[src/sv/omid_pkg.sv]
`timescale 1ns / 1ps
`default_nettype none
package omid_pkg;

  localparam int unsigned NUM_AXES   = 3;
  localparam int unsigned CRD_W      = 31;
  localparam int unsigned DISP_W     = 32;
  localparam int unsigned SUM_W      = 64;
  localparam int unsigned REM_W      = 34;
  localparam logic [30:0] BOX_RESET  = 31'd655360;

  localparam logic [1:0] REG_BOX_X = 2'd0;
  localparam logic [1:0] REG_BOX_Y = 2'd1;
  localparam logic [1:0] REG_BOX_Z = 2'd2;

  typedef logic [NUM_AXES-1:0][CRD_W-1:0] box_t;

  typedef struct packed {
    logic [NUM_AXES-1:0]             neg;
    logic [NUM_AXES-1:0][DISP_W-1:0] mag;
    logic [NUM_AXES-1:0][CRD_W-1:0]  rem;
  } div_t;

  typedef struct packed {
    logic [SUM_W-1:0]                n;
    logic [REM_W-1:0]                rem;
    logic [DISP_W-1:0]               root;
    logic [NUM_AXES-1:0][DISP_W-1:0] disp;
  } sqr_t;

endpackage
`default_nettype wire

[src/sv/omid_div_cell.sv]
`timescale 1ns / 1ps
`default_nettype none
module omid_div_cell
  import omid_pkg::*;
#(
  parameter int unsigned BIT = 0
) (
  input  wire  clk,
  input  wire  rst_n,
  input  wire  en,
  input  box_t box_len,
  input  wire  vld_in,
  input  div_t d_in,
  output logic vld_out,
  output div_t d_out
);

  logic vld_r;
  div_t d_r, d_nxt;
  logic [DISP_W-1:0] trial [NUM_AXES];

  always_comb begin
    d_nxt = d_in;
    for (int a = 0; a < NUM_AXES; a++) begin
      trial[a] = {d_in.rem[a], d_in.mag[a][BIT]};
      if (trial[a] >= {1'b0, box_len[a]}) begin
        d_nxt.rem[a] = CRD_W'(trial[a] - {1'b0, box_len[a]});
      end else begin
        d_nxt.rem[a] = CRD_W'(trial[a]);
      end
    end
  end

  always_ff @(posedge clk) begin
    if (!rst_n) begin
      vld_r <= 1'b0;
    end else if (en) begin
      vld_r <= vld_in;
    end
  end

  always_ff @(posedge clk) begin
    if (en) begin
      d_r <= d_nxt;
    end
  end

  assign vld_out = vld_r;
  assign d_out   = d_r;

endmodule
`default_nettype wire

[config.mk]
export PLATFORM = sky130hd
export DESIGN_NAME = omid_div_cell
export DESIGN_NICKNAME = d
export VERILOG_FILES = /design/src/sv/omid_pkg.sv /design/src/sv/omid_div_cell.sv
export SDC_FILE = /design/constraint.sdc
export NUM_CORES = 1
export LEC_CHECK = 0
export ABC_AREA = 1
export BUFFER_PORTS_ARGS = -buffer_cell sky130_fd_sc_hd__buf_2
export CORE_AREA = 4 4 186 188
export CTS_CLUSTER_DIAMETER = 120
export DETAILED_ROUTE_END_ITERATION = 10
export DIE_AREA = 0 0 190 192
export HOLD_SLACK_MARGIN = 0.02
export PLACE_DENSITY_LB_ADDON = 0.12
export SKIP_CTS_REPAIR_TIMING = 1
export SYNTH_ARGS = -nofsm -noshare
export SYNTH_HDL_FRONTEND = slang
export SYNTH_SLANG_ARGS = --single-unit
export TNS_END_PERCENT = 30
[constraint.sdc]
create_clock -name clk -period 5.4 [get_ports clk]
set_clock_uncertainty 0.2 [all_clocks]
set_input_delay 1.35 -clock clk [delete_from_list [all_inputs] [get_ports clk]]
set_output_delay 1.35 -clock clk [all_outputs]
set_load 0.05 [all_outputs]
==> impl_metrics.json, run 1 <==
{
  "synth_common_cells": "nand2_1 (833), inv_1 (479), edfxtp_1 (192)",
  "synth_simple_gate_area_share_pct": 33.10,
  "totalWireLength_um": 48900,
  "vias": 14280,
  "crit_path_max_fanout": 25,
  "rsz0062_at_grt": "false",
  "hpwl_um": 41160,
  "die-area_um2": 36480,
  "synth_top_family_by_area": "simple AND/OR/NAND/NOR gates",
  "critical_path_class": "primary input to flop",
  "htree_num_levels": 4,
  "post_dp_cell_area_um2": 17580,
  "final_layout_size_suffix_gt1_share_pct": 22.24,
  "path_cells": "buf_2, inv_1, ha_1, fa_1, inv_1, nand2_1, nand2_1, nand3_1, nand2_1, nand2_1, nand2_1, nand2_2, nand3_2, buf_4, o21ai_0",
  "max_cap_violations": 0,
  "ios": 482,
  "status": "finished, final reports clean",
  "synth_top_area_cell": "edfxtp_1",
  "crit_arrival_ns": 3.90,
  "ir_drop_uv": 207.6,
  "first_global_vias": 13610,
  "fin_cells": 3046,
  "path_delay_family": "simple AND/OR/NAND/NOR gates",
  "detail-route-antenna-nets": 0,
  "final-setup-viol-count": 0,
  "worst_pin_slew_ns": 0.6830,
  "synth-compound-area-share_pct": 3.134,
  "fin_crit_ns": 3.896,
  "slowest_stage": "fa_1",
  "r2r_cells": 2,
  "cp-start-kind": "primary input",
  "fin_crit_sh_pct": 72.16,
  "max_freq_mhz": 256.6,
  "nNetsFinal": 2966,
  "worstHoldStart": "vld_out",
  "row_count": 67,
  "synthDominantCellAreaShare_pct": 39.24,
  "synthCells": 2094,
  "cp-endpoint": "d_out[42]",
  "fin_area_um2": 18200,
  "total_power_mw": 5.148,
  "cts_buffer_depth": 2,
  "insertion_delay_ns": 0.45,
  "place_inst": 3010,
  "hold_viol_final": 0,
  "synth_adder_area_share_pct": 8.329,
  "yosys_warnings": 0,
  "synthMuxAreaShare_pct": 0,
  "avgSynthCellArea_um2": 7.016,
  "setup_tns_ns": 0,
  "final_util_pct": 54.96,
  "grt_pass1_wl_um": 73450,
  "viasPerCell": 4.687,
  "firstDrtPassIters": 5,
  "synth.distinct_cells": 36,
  "pwr_density_cell_nw_per_um2": 282.9,
  "synth.cell_area_um2": 14690,
  "overflow": 0,
  "critPathRequiredTime_ns": 5.40,
  "die_w_um": 190,
  "crit_start": "d_in[125]",
  "clock_sinks": 193,
  "cp-end-kind": "flop",
  "synth_edf_count": 192,
  "slowest_delay_ns": 0.44,
  "first_iter_violations": 819,
  "slew_violations": 0,
  "seq_area_frac_synth_pct": 39.38,
  "wl_per_cell_um": 16.05,
  "antenna_found_initial": 9,
  "ys_async_sr_fraction_pct": 0,
  "p_leak_nw": 10.54,
  "clkTransAtPathRegs_ns": 0.08,
  "critPathBufInv": 4,
  "synth.most_common_cell": "nand2_1",
  "cts_tree": "done",
  "numCtsBuffers": 17,
  "reg2reg_from": "vld_out",
  "grt_max_degree": 81,
  "cts_root_buf": "clkbuf_16",
  "r2r_end": "vld_out",
  "cp_common_cell": "nand2_1",
  "r2r_slack_ns": 4.56,
  "route.detailed.drc": 0,
  "numPortBuffers": 481,
  "synthXorXnorAreaFrac_pct": 2.563,
  "die_h_um": 192,
  "ys_ff_latch": 193,
  "syn-num-nets": 2479,
  "layout-area-overhead-vs-synth_pct": 23.88,
  "hold_class": "flop to flop",
  "grt_usage_pct": 25.82,
  "start_util_pct": 44.37,
  "synth_flop_cell": "edfxtp_1",
  "slew_headroom_pct": 54.46,
  "synth.top_cells.by_area": "edfxtp_1 (39%), nand2_1 (21%), inv_1 (12%), ha_1 (7.9%), nand3_1 (4.1%)",
  "path_depth": 15,
  "place.gp.congestion": 0.9352,
  "fp.coreArea_um2": 33110
}
==> routing by layer <==
layer	GRT usage (%)	share of wire [%]
met1	31.78	42
met2	46.58	50
met3	4.998	6.3
met4	6.483	1.9
met5	0	0.059
==> worst min path at each step <==
stage / endpoint / slack [ns] / cells past startpoint
final: vld_out / 0.34 / 2
after global routing: vld_out / 0.42 / 2
after floorplan: vld_out / 0.55 / 2
after detailed placement: vld_out / 0.33 / 2
after global placement: vld_out / 0.32 / 2
after CTS: vld_out / 0.34 / 2
==> power breakdown <==
part           switching [mW]  internal (mW)
combinational            1.40          0.514
clock                   0.693          0.634
sequential             0.0438           1.86
total                    2.14           3.01
==> area by class of cell <==
| type | count | area [um^2] |
|---|---|---|
| flip-flops and latches | 193 | 5786 |
| diodes | 4 | 10.01 |
| clock buffers | 17 | 425.4 |
| repair buffers | 488 | 2469 |
| fillers | 3294 | 14910 |
| multi-input cells | 1391 | 6924 |
| clock inverters | 15 | 186.4 |
| well taps | 448 | 560.5 |
| inverters | 490 | 1839 |
==> kinds of logic after synthesis <==
family | count (synthesis)
buffers and inverters | 510
adder cells (fa/ha/maj) | 96
AO/OA/AOI/OAI | 86
XOR/XNOR | 43
AND/OR/NAND/NOR | 1166
flip-flops | 193
==> through the flow <==
| step | setup slack (ns) | hold slack (ns) |
|---|---|---|
| floorplan | 2.001 | 0.5535 |
| global placement | 1.088 | 0.3226 |
| detailed placement | 1.042 | 0.3307 |
| CTS | 1.530 | 0.3442 |
| global route | 1.246 | 0.4196 |
| finish | 1.504 | 0.3444 |
==> state kept, by name (all words and copies together) (netlist names) <==
| signal | count |
|---|---|
| d_out | 192 |
| vld_out | 1 |
==> worst register-to-register path, stage by stage (launching register included) <==
cell and delay [ns]:
dfxtp_1 0.31, o21ai_0 0.15, a21oi_1 0.06
==> placed cells by master, fill, tap and decap left out, types with 2 or more instances in the layout <==
cell	n
inv_1	479
xnor2_1	2
and3_1	4
nand2_2	13
diode_2	4
nand2_1	833
edfxtp_1	192
clkbuf_16	17
and2_1	5
buf_2	480
fa_1	3
buf_4	7
inv_8	3
nand3_2	10
or2_2	4
nor2_2	8
nand3_1	121
a21oi_1	50
nand3b_1	7
inv_12	2
o21bai_1	8
a21oi_2	2
inv_2	10
nor3_1	9
xor2_1	41
o21ai_0	25
clkinv_8	5
nor2_1	109
nor2_4	6
inv_6	2
ha_1	93
nand4_1	32
No activity file was read; power rests on OpenSTA's default activity.
==> run 2: changes to the inputs <==
==> constraint.sdc (replaced) <==
create_clock -name clk -period 3.7 [get_ports clk]
set_clock_uncertainty 0.2 [all_clocks]
set_input_delay 0.925 -clock clk [delete_from_list [all_inputs] [get_ports clk]]
set_output_delay 0.925 -clock clk [all_outputs]
set_load 0.05 [all_outputs]
==> impl_metrics.json, run 2 (synthesis results as in run 1) <==
{
  "r2r_end": "vld_out",
  "hold_viol_final": 0,
  "cts_root_buf": "clkbuf_16",
  "largest_register_ffs": 192,
  "fin_area_um2": 18250,
  "fin_crit_sh_pct": 79.22,
  "clkPwrFrac_pct": 25.8,
  "detail-route-antenna-nets": 0,
  "viasPerCell": 4.725,
  "slew_headroom_pct": 62.58,
  "htree_num_levels": 4,
  "first_global_vias": 13740,
  "grt_max_degree": 67,
  "pwr_density_cell_nw_per_um2": 412.9,
  "totalWireLength_um": 49080,
  "critPathRequiredTime_ns": 3.72,
  "ios": 482,
  "min_to": "vld_out",
  "max_freq_mhz": 341.2,
  "fp.coreArea_um2": 33110,
  "cp-end-kind": "flop",
  "post_dp_cell_area_um2": 17640,
  "setup_slack_ns": 0.7690,
  "whs_path_depth": 2,
  "grt_pass1_wl_um": 73130,
  "die_h_um": 192,
  "worst_pin_slew_ns": 0.5605,
  "final_util_pct": 55.13,
  "cts_tree": "done",
  "numPortBuffers": 481,
  "die_w_um": 190,
  "ir_drop_uv": 325.7,
  "final-setup-viol-count": 0,
  "p_leak_nw": 10.56,
  "status": "finished, final reports clean",
  "critical_path_class": "primary input to flop",
  "final_cell_mix": "nand2_1 (833), buf_2 (480), inv_1 (479)",
  "numCtsBuffers": 17,
  "vias": 14410,
  "hpwl_um": 40690,
  "r2r_slack_ns": 2.85,
  "crit_arrival_ns": 2.95,
  "hold_class": "flop to flop",
  "worstHoldStart": "vld_out",
  "layout-area-overhead-vs-synth_pct": 24.25,
  "setup_tns_ns": 0,
  "rsz0062_at_grt": "false",
  "p_switching_mw": 3.143,
  "place.gp.congestion": 0.9483,
  "sw_frac_of_total_pct": 41.70,
  "grt_usage_pct": 25.92,
  "crit_path_max_fanout": 29,
  "slew_violations": 0,
  "cts_buffer_depth": 2,
  "hold-worst-slack_ns": 0.3506,
  "start_util_pct": 44.37,
  "reg2reg_from": "vld_out",
  "fin_crit_ns": 2.931,
  "total_power_mw": 7.536,
  "place_inst": 3013,
  "wl_per_cell_um": 16.10,
  "overflow": 0,
  "cp-start-kind": "primary input",
  "comb_power_share_pct": 37.4,
  "firstDrtPassIters": 7,
  "p_int_mw": 4.393,
  "route.detailed.drc": 0,
  "antenna_found_initial": 7,
  "clock_sinks": 193,
  "final_layout_size_suffix_gt1_share_pct": 22.29,
  "insertion_delay_ns": 0.45,
  "place_ws_ns": 0.2785,
  "final_common_cell": "nand2_1",
  "fin_cells": 3049,
  "clkTransAtPathRegs_ns": 0.08,
  "first_iter_violations": 820,
  "nNetsFinal": 2969,
  "max_cap_violations": 0,
  "p_seq_share_pct": 36.9,
  "r2r_cells": 2,
  "die-area_um2": 36480,
  "row_count": 67
}
run 2: changes by cell type in the layout (fill, tap and decap cells not counted), sizes merged:
cell / delta
buf: +3
run 2: per-layer routing:
| metal | vias up | global-route usage [%] | part of all wire (%) |
|---|---|---|---|
| met5 | - | 0 | 0.061 |
| met4 | 4 | 10.38 | 3.2 |
| met3 | 69 | 5.434 | 6.6 |
| met2 | 452 | 45.74 | 49 |
| met1 | 6474 | 30.90 | 41 |
| li1 | 7409 | - | - |
run 2: worst max-delay path by stage:
stage          startpoint        end  depth (start not counted)
2_1_floorplan   d_in[157]  d_out[68]                         17
3_3_place_gp    d_in[157]  d_out[85]                         16
3_5_place_dp     d_in[93]   d_out[0]                         15
4_1_cts          d_in[93]  d_out[17]                         16
5_1_grt          d_in[93]  d_out[19]                         16
6_report         d_in[93]  d_out[13]                         16
run 2: power groups by stage:
stage	sequential, mW	clock, mW	combinational, mW
final	2.78	1.94	2.82
after floorplan	3.71	0	1.11
after global routing	2.80	2.08	3.06
after global placement	2.83	0	2.79
after detailed placement	2.83	0	2.81
after CTS	2.78	1.98	2.82
run 2: critical path, cell delays in order:
cell	delay [ns]
buf_2	0.08
inv_1	0.04
ha_1	0.20
fa_1	0.37
inv_1	0.12
nand2_1	0.08
nand2_1	0.08
nand3_1	0.08
nand2_2	0.10
nand2_1	0.07
nand3_1	0.07
nand2_1	0.10
nand2_4	0.16
inv_2	0.25
nand2_1	0.13
nand2_1	0.06
run 2: layout make-up:
| class | count | area [um^2] |
|---|---|---|
| clock buffers | 17 | 425.4 |
| fillers | 3273 | 14860 |
| clock inverters | 15 | 180.2 |
| well taps | 448 | 560.5 |
| diodes | 4 | 10.01 |
| repair buffers | 491 | 2529 |
| multi-input cells | 1391 | 6924 |
| flip-flops and latches | 193 | 5786 |
| inverters | 490 | 1839 |
==> run 3: changes to the inputs <==
==> constraint.sdc (replaced) <==
create_clock -name clk -period 2.9 [get_ports clk]
set_clock_uncertainty 0.2 [all_clocks]
set_input_delay 0.725 -clock clk [delete_from_list [all_inputs] [get_ports clk]]
set_output_delay 0.725 -clock clk [all_outputs]
set_load 0.05 [all_outputs]
==> impl_metrics.json, run 3 (synthesis results as in run 1) <==
{
  "status": "finished, final reports clean",
  "row_count": 67,
  "start_util_pct": 44.37,
  "overflow": 0,
  "critPathRequiredTime_ns": 2.91,
  "fin_crit_ns": 2.518,
  "r2r_slack_ns": 2.07,
  "final-setup-viol-count": 0,
  "crit_path_max_fanout": 39,
  "fin_crit_sh_pct": 86.81,
  "die_w_um": 190,
  "die_h_um": 192,
  "first_global_vias": 14180,
  "whs_path_depth": 1,
  "critical_path_class": "primary input to flop",
  "clkTransAtPathRegs_ns": 0.09,
  "largest_register_ffs": 192,
  "rsz0062_at_grt": "false",
  "hpwl_um": 41990,
  "firstDrtPassIters": 5,
  "nNetsFinal": 3041,
  "cts_root_buf": "clkbuf_16",
  "final_layout_size_suffix_gt1_share_pct": 24.43,
  "grt_pass1_wl_um": 74910,
  "post_dp_cell_area_um2": 18180,
  "ios": 482,
  "cts_tree": "done",
  "slew_violations": 0,
  "slew_headroom_pct": 62.52,
  "max_cap_violations": 0,
  "htree_num_levels": 4,
  "fin_area_um2": 18810,
  "setup_tns_ns": 0,
  "final_util_pct": 56.80,
  "hold_viol_final": 0,
  "final_cell_mix": "nand2_1 (833), buf_2 (480), inv_1 (479)",
  "grt_max_degree": 71,
  "clock_sinks": 193,
  "vias": 14540,
  "first_iter_violations": 905,
  "fill_cells": 3248,
  "r2r_cells": 2,
  "pwr_density_cell_nw_per_um2": 522.3,
  "totalWireLength_um": 49750,
  "hold_class": "primary input to flop",
  "fp.coreArea_um2": 33110,
  "insertion_delay_ns": 0.46,
  "worst_pin_slew_ns": 0.5614,
  "cts_buffer_depth": 2,
  "worstHoldStart": "d_in[109]",
  "route.detailed.drc": 0,
  "die-area_um2": 36480,
  "reg2reg_from": "vld_out",
  "ir_drop_uv": 403.1,
  "grt_usage_pct": 26.41,
  "numCtsBuffers": 17,
  "layout-area-overhead-vs-synth_pct": 28.03,
  "wl_per_cell_um": 15.95,
  "antenna_found_initial": 6,
  "max_freq_mhz": 397.2,
  "numPortBuffers": 481,
  "min_to": "d_out[109]",
  "p_leak_nw": 10.92,
  "final_common_cell": "nand2_1",
  "crit_start": "box_len[31]",
  "place.gp.congestion": 0.9554,
  "r2r_end": "vld_out",
  "detail-route-antenna-nets": 0,
  "viasPerCell": 4.662,
  "crit_arrival_ns": 2.53,
  "cp-end-kind": "flop",
  "cp-start-kind": "primary input"
}
-- run 3: report_power, final --
group          switching, mW  internal, mW
combinational           2.65          1.08
clock                   1.29          1.26
sequential            0.0858          3.47
-- run 3: final cells by class --
class	instances	area (um^2)	share of cell area, %
clock inverters	15	202.7	1.078
multi-input cells	1391	6924	36.81
inverters	490	1839	9.778
clock buffers	17	425.4	2.262
diodes	1	2.502	0.01330
well taps	448	560.5	2.980
flip-flops and latches	193	5786	30.76
repair buffers	563	3069	16.32
-- run 3: how the worst max path moves through the flow --
stage | end | slack [ns] | depth (start not counted)
finish | d_out[34] | 0.38 | 14
global route | d_out[21] | 0.18 | 16
CTS | d_out[84] | 0.39 | 16
floorplan | d_out[68] | 0.13 | 17
detailed placement | d_out[84] | -0.11 | 16
global placement | d_out[72] | -0.04 | 16
-- run 3: critical path: stages --
cell and delay [ns]:
buf_2 0.11, ha_1 0.22, fa_1 0.39, inv_1 0.09, nand2_1 0.05, nand2_1 0.08, nand3_1 0.07, nand2_1 0.13
nand2_1 0.08, nand2_1 0.09, nand2_2 0.06, nand3_2 0.09, buf_12 0.21, o21ai_0 0.12
-- run 3: metrics by stage --
| step | worst slack (ns) | instances | power (mW) | hold WS, ns |
|---|---|---|---|---|
| finish | 0.3824 | 3118 | 9.823 | 0.2246 |
| floorplan | 0.1263 | 2094 | 6.151 | 0.5535 |
| global placement | -0.04240 | 3085 | 7.304 | 0.3152 |
| global route | 0.1785 | 3118 | 10.37 | 0.2028 |
| detailed placement | -0.1149 | 3085 | 7.333 | 0.3373 |
| CTS | 0.3912 | 3117 | 9.917 | 0.2003 |
-- run 3: layer usage --
layer  vias to the layer above  wire length (um)  part of all wire (%)  GRT usage (%)
met3                        72              3261                   6.6          5.180
met2                       461             24930                    50          47.91
met1                      6445             20260                    41          31.82
met5                         -                58                  0.12              0
li1                       7549                 -                     -              -
met4                         8              1229                   2.5          7.624
