File: src/sv/omid_pkg.sv
`timescale 1ns / 1ps
`default_nettype none
package omid_pkg;

  localparam int unsigned NUM_AXES   = 3;
  localparam int unsigned CRD_W      = 31;
  localparam int unsigned DISP_W     = 32;
  localparam int unsigned SUM_W      = 64;
  localparam int unsigned REM_W      = 34;
  localparam logic [30:0] BOX_RESET  = 31'd655360;

  localparam logic [1:0] REG_BOX_X = 2'd0;
  localparam logic [1:0] REG_BOX_Y = 2'd1;
  localparam logic [1:0] REG_BOX_Z = 2'd2;

  typedef logic [NUM_AXES-1:0][CRD_W-1:0] box_t;

  typedef struct packed {
    logic [NUM_AXES-1:0]             neg;
    logic [NUM_AXES-1:0][DISP_W-1:0] mag;
    logic [NUM_AXES-1:0][CRD_W-1:0]  rem;
  } div_t;

  typedef struct packed {
    logic [SUM_W-1:0]                n;
    logic [REM_W-1:0]                rem;
    logic [DISP_W-1:0]               root;
    logic [NUM_AXES-1:0][DISP_W-1:0] disp;
  } sqr_t;

endpackage
`default_nettype wire

File: src/sv/omid_sqrt_cell.sv
`timescale 1ns / 1ps
`default_nettype none
module omid_sqrt_cell
  import omid_pkg::*;
#(
  parameter int unsigned STEP = 0
) (
  input  wire  clk,
  input  wire  rst_n,
  input  wire  en,
  input  wire  vld_in,
  input  sqr_t s_in,
  output logic vld_out,
  output sqr_t s_out
);

  logic vld_r;
  sqr_t s_r, s_nxt;
  logic [REM_W+1:0] shifted;
  logic [REM_W+1:0] trial;

  always_comb begin
    s_nxt   = s_in;
    shifted = {s_in.rem, s_in.n[2*STEP+1 -: 2]};
    trial   = {2'b00, s_in.root, 2'b01};
    if (shifted >= trial) begin
      s_nxt.rem  = REM_W'(shifted - trial);
      s_nxt.root = {s_in.root[DISP_W-2:0], 1'b1};
    end else begin
      s_nxt.rem  = REM_W'(shifted);
      s_nxt.root = {s_in.root[DISP_W-2:0], 1'b0};
    end
  end

  always_ff @(posedge clk) begin
    if (!rst_n) begin
      vld_r <= 1'b0;
    end else if (en) begin
      vld_r <= vld_in;
    end
  end

  always_ff @(posedge clk) begin
    if (en) begin
      s_r <= s_nxt;
    end
  end

  assign vld_out = vld_r;
  assign s_out   = s_r;

endmodule
`default_nettype wire

File: config.mk
export PLATFORM = sky130hd
export DESIGN_NAME = omid_sqrt_cell
export DESIGN_NICKNAME = d
export VERILOG_FILES = /design/src/sv/omid_pkg.sv /design/src/sv/omid_sqrt_cell.sv
export SDC_FILE = /design/constraint.sdc
export NUM_CORES = 1
export LEC_CHECK = 0
export BUFFER_PORTS_ARGS = -buffer_cell sky130_fd_sc_hd__buf_2
export CAP_MARGIN = 20
export CORE_AREA = 2 2 179 181
export DETAILED_ROUTE_END_ITERATION = 6
export DIE_AREA = 0 0 181 183
export PLACE_DENSITY = 0.66
export SLEW_MARGIN = 30
export SYNTH_ARGS = -nofsm -noshare
export SYNTH_HDL_FRONTEND = slang
export SYNTH_SLANG_ARGS = --single-unit
File: constraint.sdc
create_clock -name clk -period 5.2 [get_ports clk]
set_input_delay 1.04 -clock clk [delete_from_list [all_inputs] [get_ports clk]]
set_output_delay 1.04 -clock clk [all_outputs]
set_load 0.005 [all_outputs]
==> flow_metrics.py, run 1 <==
metrics = {
    "placement": {
        "port_buffers": 456,
        "routabilityCongestion": 0.8592,
        "place_ws_ps": 1138,
        "dp_hpwl_um": 24100,
    },
    "route": {
        "wl_met2_um": 14700,
        "drt-initial-drc-count": 405,
        "routed_wirelength_um": 30940,
        "dr.pass1.iters": 4,
        "m1WireLength_um": 12040,
        "viasPerCell": 4.613,
        "vias": 6892,
        "top_layer": "met5",
        "final_antenna_net_count": 0,
        "detail_route.wl_per_cell_um": 20.71,
        "dr_wl_met3_um": 2961,
        "drcViolationCount": 0,
    },
    "worst_setup_path": {
        "cp_max_fo": 23,
        "crit_type": "input port to flop",
        "start_kind": "input port",
        "path_cells": "buf_2, inv_1, ha_1, a21o_1, o41ai_1, o211ai_1, a211oi_1, o21a_2, buf_4, mux2_1",
        "critPathMaxStageDelay_ps": 450,
        "critPathCaptureType": "flop",
        "arrival_ps": 3760,
        "cp.required_ps": 5480,
        "crit_slowest_cell": "o21a_2",
    },
    "power_and_ir_drop": {
        "pwr-share-comb_pct": 14.1,
        "ir_drop_uv": 201.3,
        "seq_power_share_pct": 47.6,
        "switchingPower_mw": 1.181,
        "intPower_mw": 3.560,
        "p_sw_share_pct": 24.91,
        "p_per_area_nw_per_um2": 369.9,
        "power.leakage_nw": 5.634,
        "clockPowerShare_pct": 38.3,
    },
    "timing": {
        "finalHoldViolations": 0,
        "fmax_ghz": 0.2878,
        "period_minus_slack_ps": 3474,
        "max_slew.worst_pin.slew_ps": 886.0,
        "finClkSkew_ps": 0,
        "period_share_pct": 66.82,
        "setup_tns_ps": 0,
        "setup_slack_ps": 1726,
        "setup-violations-final": 0,
        "maxSlewViolCount": 0,
        "grt_setup_unrepaired": "no",
        "max_slew_margin_pct": 40.94,
    },
    "clock_tree": {
        "insertion_delay_ps": 540,
        "cts_setup_buffers": 0,
        "htree_num_levels": 1,
        "cts_root_buffer": "clkbuf_16",
        "cts_tree": "built",
        "hold_buffers": 0,
        "ctsResizeCount": 0,
        "numCtsBuffers": 27,
        "clock_sinks": 227,
        "clk_pin_slew_ps": 60,
        "cts_buffer_depth": 3,
    },
    "synth": {
        "post_synth.cell_area_avg_um2": 15.51,
        "syn-cell-area_um2": 9180,
        "synth-seq-cells": 227,
        "ys.flop_type": "edfxtp_1",
        "synth.yosys.warnings": 0,
        "synth_cells": 592,
        "synth-edff-count": 226,
        "ys_seq_area_share_pct": 74.14,
        "synthArstFlopShare_pct": 0,
        "ys_types": 57,
        "syn_nets": 856,
    },
    "job": {
        "maxCapViolCount": 0,
    },
    "grt": {
        "antenna_found_initial": 8,
        "track_usage_pct": 17.45,
        "first_global_vias": 6940,
        "grt_pass1_wl_um": 43080,
        "grt_max_degree": 117,
        "overflow": 0,
    },
    "final_layout": {
        "nets": 1334,
        "areaGrowthSynthToFinish_pct": 39.62,
        "layout-drive-gt1-share_pct": 46.70,
        "final_cell_mix": "455 x buf_2, 226 x edfxtp_1, 48 x nand2_1, 41 x inv_1, 34 x ha_1",
        "layout_commonest_cell": "buf_2",
    },
    "floorplanning": {
        "rows": 65,
        "fp.dieH_um": 183,
        "chipWidth_um": 181,
        "initial_core_util_pct": 29.40,
        "die_area_um2": 33120,
        "boundaryPins": 457,
        "core_area_um2": 31230,
    },
    "outcome": {
        "outcome": "completed",
    },
    "hold_path": {
        "min_path_type": "flop to flop",
    },
}
[metrics by stage]
stage	total power [mW]	std cells	util (%)	hold WS [ps]	instance area [um2]
after CTS	4.804	1492	41.03	544.1	12810
after detailed placement	2.964	1443	38.33	527.8	11970
final	4.741	1494	41.04	552.1	12820
after floorplan	2.560	592	-	507.3	9180
after global placement	2.952	1443	38.33	505.4	11970
after global routing	4.933	1493	41.03	551.5	12810
[cells in the mapped netlist (all sizes together) (4+ instances only)]
library cell	count	area share, %
a21o	22	1.8
a21oi	26	1.4
a31oi	5	0.34
and2	6	0.41
and3	9	0.61
buf	7	0.41
clkbuf	5	0.20
edfxtp	226	74
ha	34	4.6
inv	42	1.7
mux2i	4	0.44
nand2	48	2.0
nand2b	6	0.41
nand3	4	0.22
nand4	7	0.48
nor2	14	0.57
nor3	8	0.44
o21ai	44	2.4
xnor2	12	1.1
xor2	16	1.5
[worst max-delay path: cells and delay by family]
family                     cells  cell delay [ps]
AOI/OAI and AO/OA              5             1610
adders and majority gates      1              370
muxes                          1              330
buffers and inverters          3              410
[sequential cells by signal, indices dropped and copies added (netlist names)]
signal / cells
s_out: 226
vld_out: 1
[path summary, 6_finish.rpt]
path / startpoint / to / slack [ps] / cells past startpoint
hold / removal: vld_out / vld_out / 550 / 2
hold reg to reg: vld_out / vld_out / 550 / 2
setup / recovery: s_in[103] / s_out[131] / 1730 / 10
setup reg to reg: vld_out / vld_out / 4580 / 2
[layer usage]
layer	vias up	track usage, %
met5	-	0
met4	10	6.894
met3	68	6.275
met2	313	29.43
met1	3297	20.37
li1	3204	-
[kinds of logic after synthesis]
group,after synthesis,synth area share (%)
buf+inv,54,2.331
simple gates,113,6.011
compound gates,129,9.405
xor+xnor,28,2.671
mux,7,0.8041
flops,227,74.14
fa+ha+maj,34,4.634
[power by group through the flow]
stage	Sequential [mW]	Clock [mW]	Combinational [mW]
global route	2.27	1.93	0.727
floorplan	2.32	0	0.244
CTS	2.26	1.87	0.675
global placement	2.29	0	0.660
detailed placement	2.29	0	0.671
finish	2.26	1.82	0.667
[cell type report]
class / count / area [um2]
antenna: 2 / 5.005
fill: 2969 / 18410
sequential: 227 / 6807
tap: 402 / 503.0
inverter: 42 / 157.7
clock inverter: 16 / 143.9
clock buffer: 33 / 698.2
multi-input combinational: 311 / 2161
timing repair buffer: 461 / 2342
Power figures use the tool's default switching activity.
==> inputs of run 2 (changes only) <==
==> constraint.sdc (replaced) <==
create_clock -name clk -period 3.25 [get_ports clk]
set_input_delay 0.65 -clock clk [delete_from_list [all_inputs] [get_ports clk]]
set_output_delay 0.65 -clock clk [all_outputs]
set_load 0.005 [all_outputs]
==> run 2 against run 1 <==
  * Hold slack got worse by 270 ps
  * Utilization rose by 0.84 points
  * Die area did not move
  * Clock power rose by 70%
  * Critical path depth rose by 1
  * Sequential power rose by 60%
  * Cell count rose by 1.7%
  * Non-clock buffer count rose by 25
  * Sequential share of layout area fell by 1.1 points
  * Critical path type unchanged
  * Critical endpoint is now s_out[160]
==> flow_metrics.py, run 2 (synthesized netlist as in run 1, its figures left out) <==
metrics = {
    "clock_tree": {
        "hold_buffers": 0,
        "ctsResizeCount": 0,
        "cts_tree": "built",
        "clk_pin_slew_ps": 70,
        "cts_setup_buffers": 0,
        "cts_buffer_depth": 3,
        "numCtsBuffers": 26,
        "insertion_delay_ps": 530,
        "cts_root_buffer": "clkbuf_16",
        "clock_sinks": 227,
        "htree_num_levels": 1,
    },
    "grt": {
        "grt_pass1_wl_um": 45440,
        "antenna_found_initial": 8,
        "track_usage_pct": 18.28,
        "first_global_vias": 7198,
        "overflow": 0,
        "grt_max_degree": 74,
    },
    "final_layout": {
        "final_cell_mix": "455 x buf_2, 226 x edfxtp_1, 48 x nand2_1, 41 x inv_1, 34 x ha_1",
        "largest_reg_flops": 226,
        "areaGrowthSynthToFinish_pct": 42.48,
        "layout-drive-gt1-share_pct": 48.25,
        "nets": 1358,
        "fill_cells": 2952,
        "stdcell_count": 1519,
        "layout_commonest_cell": "buf_2",
    },
    "worst_setup_path": {
        "startpoint": "s_in[103]",
        "reg2regPathDepth": 2,
        "crit_buf_inv": 3,
        "path_cells": "buf_2, inv_1, ha_1, a21o_1, o41ai_1, o211ai_1, buf_4, a21oi_1, o21ai_0, xor2_1, mux2_1",
        "critPathMaxStageDelay_ps": 490,
        "reg2reg_to": "vld_out",
        "reg2reg_from": "vld_out",
        "crit_family": "compound AO/OA/AOI/OAI gates",
        "cp_max_fo": 5,
        "cp.required_ps": 3550,
        "r2r_slack_ps": 2630,
        "critPathCaptureType": "flop",
        "arrival_ps": 3040,
        "crit_end": "s_out[160]",
        "cp.depth": 11,
        "crit_slowest_cell": "o41ai_1",
        "start_kind": "input port",
        "crit_type": "input port to flop",
    },
    "hold_path": {
        "min_path_type": "input port to flop",
    },
    "timing": {
        "period_minus_slack_ps": 2743,
        "fmax_ghz": 0.3646,
        "max_slew_margin_pct": 61.37,
        "finClkSkew_ps": 0,
        "setup_tns_ps": 0,
        "finalHoldViolations": 0,
        "maxSlewViolCount": 0,
        "setup-violations-final": 0,
        "max_slew.worst_pin.slew_ps": 579.5,
        "grt_setup_unrepaired": "no",
        "period_share_pct": 84.40,
    },
    "route": {
        "routed_wirelength_um": 31770,
        "dr.pass1.iters": 4,
        "vias": 7032,
        "drt-initial-drc-count": 578,
        "viasPerCell": 4.629,
        "detail_route.wl_per_cell_um": 20.91,
        "drcViolationCount": 0,
        "final_antenna_net_count": 0,
    },
    "placement": {
        "port_buffers": 456,
        "dp_hpwl_um": 24850,
        "dp_cells": 1468,
        "routabilityCongestion": 0.8945,
    },
    "floorplanning": {
        "die_area_um2": 33120,
        "core_area_um2": 31230,
        "rows": 65,
        "fp.dieH_um": 183,
        "boundaryPins": 457,
        "chipWidth_um": 181,
        "initial_core_util_pct": 29.40,
    },
    "power_and_ir_drop": {
        "p_per_area_nw_per_um2": 598.6,
        "ir_drop_uv": 356.3,
        "power.leakage_nw": 5.789,
    },
    "job": {
        "maxCapViolCount": 0,
    },
    "outcome": {
        "outcome": "completed",
    },
}
## run 2: cell type report
| cell class | instances | area, um2 | area share (%) |
|---|---|---|---|
| Multi-Input combinational cell | 311 | 2161 | 16.52 |
| Clock buffer | 28 | 658.1 | 5.032 |
| Tap cell | 402 | 503.0 | 3.845 |
| Antenna cell | 4 | 10.01 | 0.07653 |
| Inverter | 42 | 157.7 | 1.205 |
| Clock inverter | 19 | 241.5 | 1.846 |
| Sequential cell | 227 | 6807 | 52.04 |
| Timing Repair Buffer | 486 | 2542 | 19.44 |
## run 2: per-stage QoR
step	setup slack [ps]	util (%)	hold slack [ps]	area, um2	power (mW)
floorplan	217.8	-	507.3	9180	4.097
detailed placement	-6.046	38.97	541.6	12170	4.797
finish	507.0	41.88	281.4	13080	7.830
global placement	70.65	38.97	506.1	12170	4.778
global route	393.9	41.86	255.1	13070	8.133
CTS	561.9	41.85	248.7	13070	7.927
## run 2: worst min-delay path by stage
| stage | from | to | slack, ps | cells past startpoint |
|---|---|---|---|---|
| 2_1_floorplan | vld_out | vld_out | 510 | 2 |
| 3_3_place_gp | vld_out | vld_out | 510 | 2 |
| 3_5_place_dp | vld_out | vld_out | 540 | 2 |
| 4_1_cts | s_in[198] | s_out[198] | 250 | 1 |
| 5_1_grt | s_in[198] | s_out[198] | 260 | 1 |
| 6_report | s_in[64] | s_out[64] | 280 | 1 |
## run 2: report_power, final
group,internal [mW],switching [mW],total (mW)
registers,3.54,0.0740,3.61
logic,0.508,0.616,1.12
clock network,1.87,1.23,3.09
## run 2: layer usage
layer | global-route usage [%] | up-vias | part of all wire (%)
li1 | - | 3253 | -
met1 | 21.17 | 3408 | 38
met5 | 0 | - | 0.19
met4 | 5.496 | 10 | 3.3
met2 | 31.42 | 305 | 48
met3 | 7.129 | 56 | 9.9
==> inputs of run 3 (changes only) <==
--- a/config.mk
+++ b/config.mk
@@ -5,12 +5,13 @@
 export SDC_FILE = /design/constraint.sdc
 export NUM_CORES = 1
 export LEC_CHECK = 0
+export ABC_AREA = 1
 export BUFFER_PORTS_ARGS = -buffer_cell sky130_fd_sc_hd__buf_2
 export CAP_MARGIN = 20
-export CORE_AREA = 2 2 179 181
+export CORE_AREA = 2 2 175 177
 export DETAILED_ROUTE_END_ITERATION = 6
-export DIE_AREA = 0 0 181 183
-export PLACE_DENSITY = 0.66
+export DIE_AREA = 0 0 177 179
+export PLACE_DENSITY = 0.72
 export SLEW_MARGIN = 30
 export SYNTH_ARGS = -nofsm -noshare
 export SYNTH_HDL_FRONTEND = slang
==> constraint.sdc (replaced) <==
create_clock -name clk -period 2.3 [get_ports clk]
set_input_delay 0.46 -clock clk [delete_from_list [all_inputs] [get_ports clk]]
set_output_delay 0.46 -clock clk [all_outputs]
set_load 0.005 [all_outputs]
==> run 3 against run 2 <==
  * Synthesized area grew 7.6%
  * Clock skew is the same
  * Sequential cell count is the same
  * Sequential share of layout area shrank 4.6 points
  * Count of clock-buffer cells in the layout grew 11
  * Synthesized cell count grew 48%
  * Critical path depth grew 3
  * Critical path type unchanged
==> flow_metrics.py, run 3 <==
metrics = {
    "worst_setup_path": {
        "crit_type": "input port to flop",
        "start_kind": "input port",
        "crit_slowest_cell": "a21oi_1",
        "critPathMaxStageDelay_ps": 400,
        "path_cells": "buf_2, inv_1, ha_1, buf_4, nand2_1, nand2_1, inv_1, nand2_1, a21oi_1, nor2_1, nor2_1, nand3_1, nand3_1, nand2_1",
        "crit_top_cell": "nand2_1",
        "arrival_ps": 2300,
        "cp.required_ps": 2580,
        "reg2reg_from": "vld_out",
        "cp_max_fo": 3,
        "startpoint": "s_in[110]",
        "critPathCaptureType": "flop",
    },
    "synth": {
        "synthArstFlopShare_pct": 0,
        "synth-edff-count": 226,
        "yosys.cell_count.top_type": "nand2_1",
        "post_synth.cell_area_avg_um2": 11.30,
        "synth.yosys.warnings": 0,
        "synth-seq-cells": 227,
        "ys_types": 25,
        "ys.flop_type": "edfxtp_1",
        "syn-cell-area_um2": 9877,
        "ys_top_cells_by_count": "283 x nand2_1, 226 x edfxtp_1, 140 x inv_1",
        "ys_seq_area_share_pct": 68.91,
        "yosysTopAreaCellShare_pct": 68.71,
        "synth_area_leader_cell": "edfxtp_1",
        "syn_nets": 1138,
        "synth.area.top_cells": "edfxtp_1 69%, nand2_1 11%, inv_1 5.3%",
        "synth_cells": 874,
    },
    "route": {
        "vias": 8410,
        "m1WireLength_um": 14140,
        "dr_wl_met3_um": 3300,
        "wl_met2_um": 17980,
        "drcViolationCount": 0,
        "dr.pass1.iters": 4,
        "routed_wirelength_um": 36620,
        "drt-initial-drc-count": 501,
        "top_layer": "met5",
        "detail_route.wl_per_cell_um": 19.46,
        "final_antenna_net_count": 0,
        "viasPerCell": 4.469,
    },
    "grt": {
        "track_usage_pct": 21.80,
        "grt_max_degree": 53,
        "overflow": 0,
        "grt_pass1_wl_um": 50540,
        "first_global_vias": 8308,
        "antenna_found_initial": 21,
    },
    "timing": {
        "fmax_ghz": 0.4964,
        "max_slew_margin_pct": 69.08,
        "max_slew.worst_pin.slew_ps": 462.0,
        "setup-violations-final": 0,
        "hold_ws_ps": 100.2,
        "setup_slack_ps": 285.5,
        "finClkSkew_ps": 0,
        "grt_setup_unrepaired": "no",
        "finalHoldViolations": 0,
        "period_share_pct": 87.59,
        "maxSlewViolCount": 0,
        "period_minus_slack_ps": 2014,
    },
    "clock_tree": {
        "hold_buffers": 0,
        "cts_setup_buffers": 0,
        "cts_root_buffer": "clkbuf_16",
        "htree_num_levels": 1,
        "ctsResizeCount": 0,
        "clk_pin_slew_ps": 60,
        "clock_sinks": 227,
        "cts_tree": "built",
        "insertion_delay_ps": 530,
        "cts_buffer_depth": 3,
        "numCtsBuffers": 26,
    },
    "hold_path": {
        "worstHoldStart": "s_in[70]",
        "min_path_type": "input port to flop",
    },
    "final_layout": {
        "nets": 1726,
        "utilization_pct": 47.73,
        "final_cell_mix": "455 x buf_2, 283 x nand2_1, 226 x edfxtp_1, 140 x inv_1, 103 x buf_4",
        "largest_reg_flops": 226,
        "fill_cells": 2796,
        "areaGrowthSynthToFinish_pct": 45.12,
        "layout-drive-gt1-share_pct": 41.62,
        "layout_commonest_cell": "buf_2",
    },
    "outcome": {
        "outcome": "completed",
    },
    "floorplanning": {
        "die_area_um2": 31680,
        "fp.dieH_um": 179,
        "core_area_um2": 30030,
        "boundaryPins": 457,
        "chipWidth_um": 177,
        "rows": 64,
        "initial_core_util_pct": 32.89,
    },
    "power_and_ir_drop": {
        "p_per_area_nw_per_um2": 760.4,
        "ir_drop_uv": 508.1,
        "power.leakage_nw": 7.013,
    },
    "placement": {
        "port_buffers": 456,
        "place_ws_ps": -249.9,
        "routabilityCongestion": 0.9024,
        "dp_hpwl_um": 29410,
    },
    "job": {
        "maxCapViolCount": 0,
    },
}
-- run 3: critical path: cells and delay by family --
kind,cells,cell delay (ps)
AO/OA/AOI/OAI,1,400
AND/OR/NAND/NOR,8,760
buffers and inverters,4,350
adder cells (fa/ha/maj),1,330
-- run 3: logic make-up after synthesis --
kind of cell | synth area share [%]
simple gates | 16.82
flops | 68.91
buf+inv | 5.954
compound gates | 2.407
fa+ha+maj | 4.307
xor+xnor | 1.596
-- run 3: worst paths after layout --
check,end,slack [ps],depth (start not counted)
worst max register to register,vld_out,1670,2
worst min register to register,vld_out,550,2
worst max-delay path,s_out[157],290,14
worst min-delay path,s_out[70],100,1
-- run 3: area by class of cell --
| class | instances | area, um2 | share of cell area, % |
|---|---|---|---|
| Antenna cell | 6 | 15.01 | 0.1047 |
| Clock buffer | 39 | 730.7 | 5.098 |
| Clock inverter | 7 | 66.31 | 0.4626 |
| Inverter | 141 | 531.8 | 3.710 |
| Multi-Input combinational cell | 500 | 2482 | 17.32 |
| Sequential cell | 227 | 6807 | 47.49 |
| Tap cell | 396 | 495.5 | 3.457 |
| Timing Repair Buffer | 566 | 3206 | 22.36 |
-- run 3: per-layer routing --
metal / vias to the layer above / global-route usage, %
met5: - / 0
met4: 26 / 6.956
met3: 84 / 7.082
met2: 306 / 37.65
met1: 3930 / 25.70
li1: 4064 / -
-- run 3: stage by stage --
stage | area [um2] | power, mW | cells | setup TNS (ps)
4_1_cts | 14320 | 11.01 | 1876 | 0
6_report | 14330 | 10.90 | 1882 | 0
3_5_place_dp | 13520 | 7.041 | 1830 | -7944
5_1_grt | 14320 | 11.35 | 1878 | 0
2_1_floorplan | 9877 | 5.846 | 874 | 0
3_3_place_gp | 13520 | 7.021 | 1830 | -7637
-- run 3: power breakdown --
| group | internal (mW) | switching [mW] |
|---|---|---|
| logic | 0.839 | 1.01 |
| registers | 4.99 | 0.113 |
| clock network | 2.30 | 1.65 |
| total | 8.13 | 2.77 |
